`src/sv/fsr_pkg.sv`:
```
// Shared types and constants of the start-byte frame receiver.
package fsr_pkg;

    typedef logic [7:0] t_byte;
    typedef logic [4:0] t_pos;

    localparam t_byte START_BYTE  = 8'hFF;
    localparam int    HEADER_MIN  = 5;
    localparam int    SHORT_FRAME = 6;
    // Width that holds the header size plus any length field value.
    localparam int    TGT_W       = 9;

endpackage

```
`src/sv/fsr_store.sv`:
```
// Frame byte store: one write port and one registered read port.
module fsr_store
    import fsr_pkg::*;
#(
    parameter int DEPTH = 32,
    parameter int AW    = 5
) (
    input  logic          i_clk,
    input  logic          i_wr_en,
    input  logic [AW-1:0] i_wr_addr,
    input  t_byte         i_wr_data,
    input  logic          i_rd_en,
    input  logic [AW-1:0] i_rd_addr,
    output t_byte         o_rd_data
);

    t_byte r_mem [DEPTH];
    t_byte r_rd_data;

    always_ff @(posedge i_clk) begin
        if (i_wr_en) begin
            r_mem[i_wr_addr] <= i_wr_data;
        end
    end

    // The read register holds its value until the next read request.
    always_ff @(posedge i_clk) begin
        if (i_rd_en) begin
            r_rd_data <= r_mem[i_rd_addr];
        end
    end

    assign o_rd_data = r_rd_data;

endmodule

```
`src/sv/start_length_frame_receiver.sv`:
```
// Frame receiver: bytes are taken one per cycle while a frame is being gathered;
// bytes outside a frame are dropped unless they are the start byte 0xFF. When a
// frame completes (at 6 bytes for a length field of 0, otherwise at 5 plus the
// length field, and at most MAX_FRAME_LEN - 1 bytes) the frame is read back out
// of the byte store one byte at a time, each through a read request state and a
// load state, since the store has a registered read port; a load waits on any
// stall from the result side. No received byte is taken during readout.
module start_length_frame_receiver
    import fsr_pkg::*;
#(
    parameter int MAX_FRAME_LEN = 32
) (
    input  logic  i_clk,
    input  logic  i_rst_n,
    input  logic  i_in_valid,
    output logic  o_in_ready,
    input  t_byte i_rx_byte,
    output logic  o_out_valid,
    input  logic  i_out_ready,
    output t_byte o_frame_byte,
    output t_pos  o_byte_position,
    output t_pos  o_frame_length,
    output logic  o_last_byte
);

    localparam int CW = $clog2(MAX_FRAME_LEN);
    localparam logic [CW-1:0] CUT_LEN = CW'(MAX_FRAME_LEN - 1);
    localparam logic [CW-1:0] LEN_IDX = CW'(2);

    localparam logic [1:0] ST_RECV    = 2'd0;
    localparam logic [1:0] ST_RD_REQ  = 2'd1;
    localparam logic [1:0] ST_RD_LOAD = 2'd2;

    logic [1:0]    r_state, n_state;
    logic          r_open, n_open;
    logic [CW-1:0] r_count, n_count;
    t_byte         r_len_field, n_len_field;
    logic [CW-1:0] r_frame_len, n_frame_len;
    logic [CW-1:0] r_rd_idx, n_rd_idx;
    logic          r_out_valid, n_out_valid;
    t_byte         r_frame_byte;
    logic [CW-1:0] r_out_pos;
    logic [CW-1:0] r_out_len;
    logic          r_out_last;

    logic              in_fire;
    logic              take_byte;
    logic [CW-1:0]     cnt_inc;
    t_byte             len_now;
    logic [TGT_W-1:0]  target;
    logic              done;
    logic              slot_free;
    logic              load_out;
    logic              rd_last;
    t_byte             rd_data;

    assign o_in_ready = (r_state == ST_RECV);
    assign in_fire    = i_in_valid && o_in_ready;
    assign take_byte  = in_fire && (r_open || (i_rx_byte == START_BYTE));
    assign cnt_inc    = r_count + CW'(1);

    // The length field is the byte arriving now when that byte is at index 2 of the frame.
    assign len_now = (r_count == LEN_IDX) ? i_rx_byte : r_len_field;
    assign target  = (len_now == '0) ? TGT_W'(SHORT_FRAME)
                                     : TGT_W'(HEADER_MIN) + TGT_W'(len_now);
    assign done    = (TGT_W'(cnt_inc) > TGT_W'(HEADER_MIN))
                     && ((TGT_W'(cnt_inc) == target) || (cnt_inc >= CUT_LEN));

    assign slot_free = !r_out_valid || i_out_ready;
    assign load_out  = (r_state == ST_RD_LOAD) && slot_free;
    assign rd_last   = (r_rd_idx + CW'(1)) == r_frame_len;

    fsr_store #(
        .DEPTH (MAX_FRAME_LEN),
        .AW    (CW)
    ) u_store (
        .i_clk     (i_clk),
        .i_wr_en   (take_byte),
        .i_wr_addr (r_count),
        .i_wr_data (i_rx_byte),
        .i_rd_en   (r_state == ST_RD_REQ),
        .i_rd_addr (r_rd_idx),
        .o_rd_data (rd_data)
    );

    always_comb begin
        n_state     = r_state;
        n_open      = r_open;
        n_count     = r_count;
        n_len_field = r_len_field;
        n_frame_len = r_frame_len;
        n_rd_idx    = r_rd_idx;
        n_out_valid = r_out_valid && !i_out_ready;
        unique case (r_state)
            ST_RECV: begin
                if (take_byte) begin
                    n_open  = 1'b1;
                    n_count = cnt_inc;
                    if (r_count == LEN_IDX) begin
                        n_len_field = i_rx_byte;
                    end
                    if (done) begin
                        n_open      = 1'b0;
                        n_count     = '0;
                        n_frame_len = cnt_inc;
                        n_rd_idx    = '0;
                        n_state     = ST_RD_REQ;
                    end
                end
            end
            ST_RD_REQ: begin
                n_state = ST_RD_LOAD;
            end
            ST_RD_LOAD: begin
                if (slot_free) begin
                    n_out_valid = 1'b1;
                    if (rd_last) begin
                        n_state = ST_RECV;
                    end else begin
                        n_rd_idx = r_rd_idx + CW'(1);
                        n_state  = ST_RD_REQ;
                    end
                end
            end
            default: begin
                n_state = ST_RECV;
            end
        endcase
    end

    always_ff @(posedge i_clk) begin
        if (!i_rst_n) begin
            r_state     <= ST_RECV;
            r_open      <= 1'b0;
            r_count     <= '0;
            r_out_valid <= 1'b0;
        end else begin
            r_state     <= n_state;
            r_open      <= n_open;
            r_count     <= n_count;
            r_out_valid <= n_out_valid;
        end
    end

    // The length travels with each result, so a frame completing behind a
    // stalled last byte cannot alter it.
    always_ff @(posedge i_clk) begin
        r_len_field <= n_len_field;
        r_frame_len <= n_frame_len;
        r_rd_idx    <= n_rd_idx;
        if (load_out) begin
            r_frame_byte <= rd_data;
            r_out_pos    <= r_rd_idx;
            r_out_len    <= r_frame_len;
            r_out_last   <= rd_last;
        end
    end

    assign o_out_valid     = r_out_valid;
    assign o_frame_byte    = r_frame_byte;
    assign o_byte_position = t_pos'(r_out_pos);
    assign o_frame_length  = t_pos'(r_out_len);
    assign o_last_byte     = r_out_last;

endmodule

```
`config.mk`:
```
export PLATFORM = sky130hd
export DESIGN_NAME = start_length_frame_receiver
export DESIGN_NICKNAME = d
export VERILOG_FILES = /design/src/sv/fsr_pkg.sv /design/src/sv/fsr_store.sv /design/src/sv/start_length_frame_receiver.sv
export SDC_FILE = /design/constraint.sdc
export NUM_CORES = 1
export LEC_CHECK = 0
export ABC_AREA = 1
export BUFFER_PORTS_ARGS = -buffer_cell sky130_fd_sc_hd__buf_2
export CAP_MARGIN = 20
export CORE_UTILIZATION = 25
export DETAILED_ROUTE_END_ITERATION = 10
export GPL_ROUTABILITY_DRIVEN = 0
export PLACE_DENSITY = 0.49
export SYNTH_ARGS = -nofsm -noshare
export SYNTH_HDL_FRONTEND = slang
export SYNTH_HIERARCHICAL = 1
export SYNTH_SLANG_ARGS = --single-unit
```
`constraint.sdc`:
```
create_clock -name i_clk -period 2.7 [get_ports i_clk]
set_input_delay 0.135 -clock i_clk [delete_from_list [all_inputs] [get_ports i_clk]]
set_output_delay 0.135 -clock i_clk [all_outputs]
set_load 0.01 [all_outputs]
```
After elaboration in Yosys (flattened, before gate mapping) --
Memories as Yosys holds them, arrays and structs flattened. A register that Yosys moved wholly into a read port is not among the register bits. Index checks and enable logic that the tools add are counted.
Word-level totals: output and inout bits 21, register bits 46, memories 1, RAM bits 256
Operators by class: add/subtract/negate cells 3, equal/unequal tests 10, multiplexer cells 18, reductions and logical operators 17, order comparisons 2
Memory list:
- u_store.r_mem | depth 32, width 8, rd ports 1, clocked after memory_dff 1, wr ports 1, RTL line fsr_store.sv:17 | t_byte r_mem [DEPTH];
Operators by type and width (count):
- 5-bit 2-to-1 mux | 5
- 5-bit by 1-bit adder with 5-bit output (second input constant) | 2
- 5-bit case mux with 2 select lines | 1
- 3-bit by 8-bit adder with 9-bit output (first input constant) | 1
- 5-bit by 9-bit equality test with 1-bit output | 1
- 9-bit 2-to-1 mux | 1
- 8-bit equality test (second input constant) | 1
- 8-bit logical NOT | 1
- 8-bit 2-to-1 mux | 1
- 1-bit 2-to-1 mux | 6
- 2-bit 2-to-1 mux | 3
- 2-bit case mux with 3 select lines | 1
- 3-bit AND reduction | 2
- 5-bit by 2-bit equality test with 1-bit output (second input constant) | 1
- 5-bit equality test | 1
- 5-bit >= comparator (second input constant) | 1
- 5-bit by 3-bit greater-than comparator with 1-bit output (second input constant) | 1
- 1-bit logical AND | 5
- 5-bit AND reduction | 1
- 2-bit by 1-bit != test with 1-bit output (second input constant) | 2
- 2-bit != test (second input constant) | 2
- 1-bit logical OR | 3
- 2-bit by 1-bit equality test with 1-bit output (second input constant) | 1
- 2-bit equality test (second input constant) | 1
- 4 further kinds | 5

Logic depth before layout (Yosys ltp) --
Gate-level depths: netlist (run 1).
depth in word-level cells 10, gate-level depth with buffers 21

Hierarchy --
Netlist (run 1), hierarchy kept.
By module, submodules not included:
- fsr_store | area an instance 10866.7 sq um, cells an instance 922, times used 1
- start_length_frame_receiver | area an instance 2255.9 sq um, cells an instance 227, times used 1

Worst setup path after synthesis (run 1) --
Ideal clock, no wire load.
path type register to register, start reg r_count[0], end reg r_rd_idx[0] (enable), stages on the path, launching flop included 21, arrival time 2219 ps, period minus slack after synthesis 2558 ps, path buffers 1, library setup time 340 ps, slack 142 ps, path through dfxtp_1 > inv_1 > ha_1 > inv_1 > nor2_2 > buf_4 > nand3b_1 > nand2_1 > nand2_1 > nor2_2 > nand2_2 > nand2_1 > nand2_1 > nand3_1 > nor2_1 > nand2_1 > nand2_2 > nand2_4 > nand2_2 > nand3_2 > nor2_1
Between the ends: elaborated cells between the ends (all ways) 13, classes of those cells add/sub: 2; order compare: 2; eq/ne: 3; mux: 2; reduce/logical: 4
RTL lines:
- start: declaration | RTL line start_length_frame_receiver.sv:36 | logic [CW-1:0] r_count, n_count;
- start signal: assignment | RTL line start_length_frame_receiver.sv:140 | r_count <= n_count;
- 5-bit by 1-bit adder with 5-bit output (*) | RTL line start_length_frame_receiver.sv:60 | assign cnt_inc = r_count + CW'(1);
- named net cnt_inc[0] | RTL line start_length_frame_receiver.sv:48 | logic [CW-1:0] cnt_inc;
- 5-bit >= comparator / 5-bit by 9-bit equality test with 1-bit output (equally long branches) | RTL line start_length_frame_receiver.sv:67 | && ((TGT_W'(cnt_inc) == target) || (cnt_inc >= CUT_LEN));
- 1-bit logical OR | RTL line start_length_frame_receiver.sv:67
- 1-bit logical AND (*) | RTL line start_length_frame_receiver.sv:67
- 2-bit by 1-bit != test with 1-bit output (no source line) (*)
- 5-bit AND reduction (no source line) (*)
- end signal: assignment | RTL line start_length_frame_receiver.sv:150 | r_rd_idx <= n_rd_idx;
- end: declaration | RTL line start_length_frame_receiver.sv:39 | logic [CW-1:0] r_rd_idx, n_rd_idx;
Mark *: on every way through the listed nets, which the timed path passes. The rest lies on a longest branch. A chain may end at the register's enable or synchronous reset.

Worst setup path after layout (run 1) --
start reg r_count[0], end reg r_rd_idx[2] (enable)
Same word-level chain as after synthesis.

==> impl_metrics.yaml, run 1 <==
timing:
  holdWs_ns: 0.0726
  slew_headroom_pct: 58.2
  slew_violations: 0
  rsz0062_at_grt: "true"
  fin_crit_sh_pct: 94.6
  worst_slack_ns: 0.146
  setup_violations: 0
  final-hold-violation-count: 0
  fin_worst_skew_ns: 0.0210
  fin_crit_ns: 2.55
  fmax_mhz: 392
  worstMarginPinSlew_ns: 0.627
synth:
  synthTopCellsByArea: "edfxtp_1 69%, nand2_1 12%, nand3_1 8.5%"
  async_flop_share_pct: 0
  synth_area_leader_cell: "edfxtp_1"
  yosysMostFrequentCell: "nand2_1"
  avgSynthCellArea_um2: 11.4
  synth_cell_type_count: 29
  synth_common_cells: "404 x nand2_1, 301 x edfxtp_1, 222 x nand3_1"
  synth_edf_count: 301
  synthCells: 1149
  ys_seq_area_share_pct: 70.3
  syn-cell-area_um2: 13100
  synth-warning-count: 6
  synth_seq_cells: 310
  synth_top_area_share_pct: 68.9
  synth_ff_type: "edfxtp_1"
  synthesis.nets: 1165
grt:
  grt_overflow_total: 0
  antenna_found_initial: 4
  track_usage_pct: 12.5
  grt_max_degree: 106
  grt_pass1_wl_um: 50500
  grt_pass1_vias: 8322
final_layout:
  final_nets: 1252
  area_growth_pct: 17.9
  drive_gt1_share_pct: 15.2
  antenna_cells: 0
cts:
  root_buffer: "clkbuf_16"
  clk_latency_ns: 0.52
  tritoncts: "built"
  path_clk_slew_ns: 0.06
  htreeDepth: 2
  clockBufferDepth: 3
  numClockSinks: 310
  numCtsBuffers: 34
worst_setup_path:
  required_ns: 2.90
  critical_path_class: "reg2reg"
  reg2reg_from: "r_count[0]$_SDFFE_PN0P_"
  r2r-end: "r_rd_idx[2]$_SDFFCE_PN0P_"
  startpoint_type: "flop"
  r2r_setup_slack_ns: 0.15
  cp.arrival_ns: 2.76
  end_kind: "flop"
  cp_max_fo: 6
  worstRegToRegCells: 19
power_and_ir_drop:
  total_power_mw: 9.84
  ir_drop_mv: 0.353
  p_leak_nw: 5.72
  power_density_nw_per_um2: 636
detailed_routing:
  via_count: 8503
  drt_iter0_drc: 674
  drc: 0
  dr.pass1.iters: 6
  viasPerCell: 4.39
  wirelength_um: 33000
  antenna_left: 0
  wl_per_cell_um: 17.0
job:
  drv_cap: 0
worst_hold_path:
  min_from: "i_rx_byte[7]"
  hold-path-cell-count: 4
  hold_end: "r_len_field[7]$_DFFE_PP_"
  hp-class: "in2reg"
placed_design:
  io_buffer_count: 32
  hpwl_um: 20000
  place_ws_ns: -0.00388
die:
  die_height_um: 231
  start_util_pct: 25.4
  core_um2: 51600
  dieWidth_um: 231
  dieArea_um2: 53400
  rows: 83
  pin_count: 33
outcome:
  outcome: "finished, final reports clean"
==> sequential cells by signal, summed over array words and instances, names as in the netlist, 2 cells and up <==
register and cells:
r_count 5, r_state 2, r_rd_idx 5, r_frame_len 5, o_frame_length 5, u_store/o_rd_data 8, u_store/r_mem 256, o_frame_byte 8
o_byte_position 5, r_len_field 8
==> per-stage QoR <==
step	instance area (µm²)	TNS (ns)	utilization, %	instances
after global placement	14300	0	27.7	1874
final	15500	0	30.0	1939
after global routing	15500	-0.339	30.0	1939
after floorplan	13100	0	-	1149
after detailed placement	14300	-0.0191	27.7	1874
after CTS	15400	0	29.8	1935
==> layout by cell type (no fill, tap or decap), types with 2 or more instances in the layout <==
cell type / netlist / final
a21oi_1: 7 / 7
buf_12: 0 / 5
buf_2: 15 / 32
buf_4: 5 / 65
bufinv_16: 0 / 3
clkbuf_1: 8 / 6
clkbuf_16: 0 / 36
clkinv_1: 0 / 6
clkinv_2: 0 / 8
dfxtp_1: 9 / 7
dfxtp_2: 0 / 2
dlygate4sd3_1: 0 / 2
edfxtp_1: 301 / 301
ha_1: 4 / 3
inv_1: 41 / 39
inv_2: 4 / 4
inv_4: 0 / 2
nand2_1: 404 / 401
nand2_2: 8 / 10
nand2_4: 4 / 6
nand3_1: 222 / 220
nand3_2: 4 / 5
nand3_4: 1 / 2
nand3b_1: 6 / 6
nand4_1: 4 / 4
nor2_1: 53 / 49
nor2_2: 4 / 6
nor2_4: 0 / 2
o21ai_0: 2 / 2
xnor2_1: 4 / 4
xor2_1: 7 / 7
==> worst max-delay path, cell delays in order (launching register included) <==
cell and delay (ns):
dfxtp_2 0.32, inv_2 0.07, ha_4 0.13, inv_4 0.04, nor2_4 0.22, clkbuf_16 0.20, nand3_2 0.07, nand2_2 0.11
nand3_1 0.13, nand2_1 0.09, nand2_1 0.05, nand2_1 0.07, nand3_1 0.08, nor2_2 0.10, nand2_2 0.07, nand2_2 0.08
nand2_4 0.08, nand2_4 0.09, nand3_4 0.07, nor2_4 0.18
==> area by class of cell <==
cell class / instances / area, µm²
Sequential cell: 310 / 9220
Multi-Input combinational cell: 740 / 3380
Clock inverter: 18 / 161
Timing Repair Buffer: 105 / 793
Inverter: 45 / 174
Clock buffer: 41 / 898
Tap cell: 680 / 851
Fill cell: 5186 / 36100
==> worst max path at each step <==
stage	startpoint	to	cells after the start
after floorplan	r_count[0]$_SDFFE_PN0P_	r_rd_idx[0]$_SDFFCE_PN0P_	20
after global placement	r_count[0]$_SDFFE_PN0P_	r_rd_idx[3]$_SDFFCE_PN0P_	20
after detailed placement	r_count[0]$_SDFFE_PN0P_	r_rd_idx[3]$_SDFFCE_PN0P_	20
after CTS	r_count[0]$_SDFFE_PN0P_	r_rd_idx[2]$_SDFFCE_PN0P_	20
after global routing	r_count[0]$_SDFFE_PN0P_	r_rd_idx[2]$_SDFFCE_PN0P_	19
final	r_count[0]$_SDFFE_PN0P_	r_rd_idx[2]$_SDFFCE_PN0P_	19
==> kinds of logic after synthesis <==
| group | synth area share (%) |
|---|---|
| compound gates | 0.534 |
| xor+xnor | 0.734 |
| fa+ha+maj | 0.381 |
| buf+inv | 4.58 |
| flops | 70.3 |
| simple gates | 23.5 |
==> what timing repair did <==
action	in CTS	in global routing
endpoints found under the setup margin	5	10
pin swaps	0	11
resized for setup	1	19
setup buffers	0	2
cloned	0	2
hold endpoints to repair	6	0
hold buffers	2	0
==> power by group <==
group          switching, mW  internal, mW  leakage [nW]
clock network           1.81          2.65         0.526
logic                 0.0958        0.0200          2.41
registers           0.000298          5.26          2.79
total                   1.91          7.93          5.72
==> per-layer routing <==
| metal | up-vias | GRT usage [%] | routed length, µm |
|---|---|---|---|
| met1 | 4130 | 16.4 | 14800 |
| met5 | - | 0 | 0 |
| li1 | 4128 | - | - |
| met2 | 198 | 20.9 | 15700 |
| met3 | 47 | 2.20 | 1720 |
| met4 | 0 | 3.70 | 780 |
Power figures use the tool's default switching activity.
==> run 2, diff against run 1 <==
==> constraint.sdc (replaced) <==
create_clock -name i_clk -period 2.3 [get_ports i_clk]
set_input_delay 0.115 -clock i_clk [delete_from_list [all_inputs] [get_ports i_clk]]
set_output_delay 0.115 -clock i_clk [all_outputs]
set_load 0.01 [all_outputs]
==> impl_metrics.yaml, run 2 (synthesis results as in run 1) <==
grt:
  antenna_found_initial: 1
  grt_max_degree: 75
  grt_pass1_wl_um: 50900
  track_usage_pct: 12.4
  grt_pass1_vias: 8410
  grt_overflow_total: 0
timing:
  setup_violations: 13
  fin_worst_skew_ns: 0.0185
  worst_slack_ns: -0.194
  slew_violations: 0
  fin_crit_ns: 2.49
  worstMarginPinSlew_ns: 0.556
  final-hold-violation-count: 0
  rsz0062_at_grt: "true"
  slew_headroom_pct: 62.9
  fmax_mhz: 401
  fin_crit_sh_pct: 108
cts:
  clockBufferDepth: 3
  tritoncts: "built"
  numClockSinks: 310
  path_clk_slew_ns: 0.06
  root_buffer: "clkbuf_16"
  clk_latency_ns: 0.52
  htreeDepth: 2
  numCtsBuffers: 35
final_layout:
  top_register: "u_store/r_mem"
  drive_gt1_share_pct: 16.6
  fin_util_pct: 30.5
  area_growth_pct: 19.9
  largest_reg_flops: 256
  final_nets: 1273
  final_common_cell: "nand2_1"
  layout_common_cells: "398 x nand2_1, 301 x edfxtp_1, 220 x nand3_1, 78 x buf_4, 50 x nor2_1"
die:
  dieArea_um2: 53400
  dieWidth_um: 231
  rows: 83
  start_util_pct: 25.4
  core_um2: 51600
  die_height_um: 231
  pin_count: 33
worst_setup_path:
  critical_path_class: "reg2reg"
  cp_max_fo: 6
  cp_common_cell: "nand2_2"
  required_ns: 2.52
  cp_num_buf_inv: 3
  end_kind: "flop"
  startpoint_type: "flop"
  slowest_delay_ns: 0.35
  r2r_setup_slack_ns: -0.19
  cp.arrival_ns: 2.71
  cp_cell_sequence: "inv_4 > ha_4 > inv_2 > nor2_4 > buf_6 > nand3b_1 > nand2_2 > nand2_2 > nor2_2 > nand2_2 > nand3_1 > nand3_1 > nor2_1 > nand2_1 > nand2_2 > nand2_4 > nand2_4 > nand3_4 > nor2_4"
  crit_slowest_cell: "dfxtp_4"
  crit_family: "simple AND/OR/NAND/NOR gates"
placed_design:
  place_ws_ns: -0.199
  io_buffer_count: 32
  hpwl_um: 20300
detailed_routing:
  antenna_left: 0
  drc: 0
  drt_iter0_drc: 689
  wl_per_cell_um: 16.6
  wirelength_um: 32600
  dr.pass1.iters: 5
  via_count: 8581
  viasPerCell: 4.37
power_and_ir_drop:
  ir_drop_mv: 0.382
  power_density_nw_per_um2: 740
  p_leak_nw: 5.86
outcome:
  violations: "negative setup slack"
  outcome: "complete, but fails checks"
job:
  drv_cap: 0
worst_hold_path:
  hp-class: "in2reg"
## run 2: cell count changes in the layout (fill, tap and decap cells not counted), sizes merged, moves of 2 or more
cell / before / now
inv: 46 / 44
clkbuf: 42 / 44
buf: 102 / 121
dlygate4sd3: 2 / 4
## run 2: timing repair
action | CTS | global route
gates cloned | 0 | 1
setup endpoints to repair | 12 | 16
hold buffers | 4 | 0
setup buffers | 1 | 2
hold endpoints to repair | 14 | 0
resized for setup | 5 | 13
pin swaps | 1 | 0
## run 2: worst reg2reg max path, cell delays in order, from the launching register on
cell,delay [ns]
dfxtp_4,0.35
inv_4,0.06
ha_4,0.12
inv_2,0.04
nor2_4,0.19
buf_6,0.17
nand3b_1,0.09
nand2_2,0.10
nand2_2,0.07
nor2_2,0.11
nand2_2,0.10
nand3_1,0.08
nand3_1,0.08
nor2_1,0.10
nand2_1,0.09
nand2_2,0.08
nand2_4,0.06
nand2_4,0.06
nand3_4,0.07
nor2_4,0.15
## run 2: final timing paths
path	startpoint	endpoint	cells after the start
max	r_count[0]$_SDFFE_PN0P_	r_rd_idx[0]$_SDFFCE_PN0P_	19
min	i_rx_byte[0]	r_len_field[0]$_DFFE_PP_	3
max reg2reg	r_count[0]$_SDFFE_PN0P_	r_rd_idx[0]$_SDFFCE_PN0P_	19
min reg2reg	u_store/o_rd_data[0]$_DFFE_PP_	o_frame_byte[0]$_DFFE_PP_	0
## run 2: cell type report
type	count	area (µm²)
fill	5200	35900
sequential	310	9220
multi-input combinational	740	3400
timing repair buffer	125	988
clock buffer	44	962
tap	680	851
inverter	45	173
clock inverter	17	130
antenna	1	2.50
## run 2: stage by stage
step                hold slack, ns  power, mW  cells  area (µm²)  TNS, ns
finish                       0.130       11.6   1962       15700    -1.73
CTS                          0.119       11.8   1958       15700   -0.669
detailed placement           0.404       6.44   1892       14500    -1.64
floorplan                    0.214       6.31   1149       13200        0
global placement             0.402       6.43   1892       14500    -1.49
global route                 0.129       12.0   1961       15700    -3.91
## run 2: where the power goes
group	total, mW	switching (mW)	internal [mW]
Combinational	0.142	0.112	0.0303
Sequential	6.18	0.000397	6.18
Clock	5.33	2.15	3.18
## run 2: routing by layer
layer | global-route usage, % | part of all wire [%] | up-vias
met3 | 1.66 | 4.4 | 38
met1 | 16.5 | 45 | 4170
met5 | 0 | 0 | -
met2 | 20.9 | 49 | 200
met4 | 3.48 | 1.6 | 0
li1 | - | - | 4173
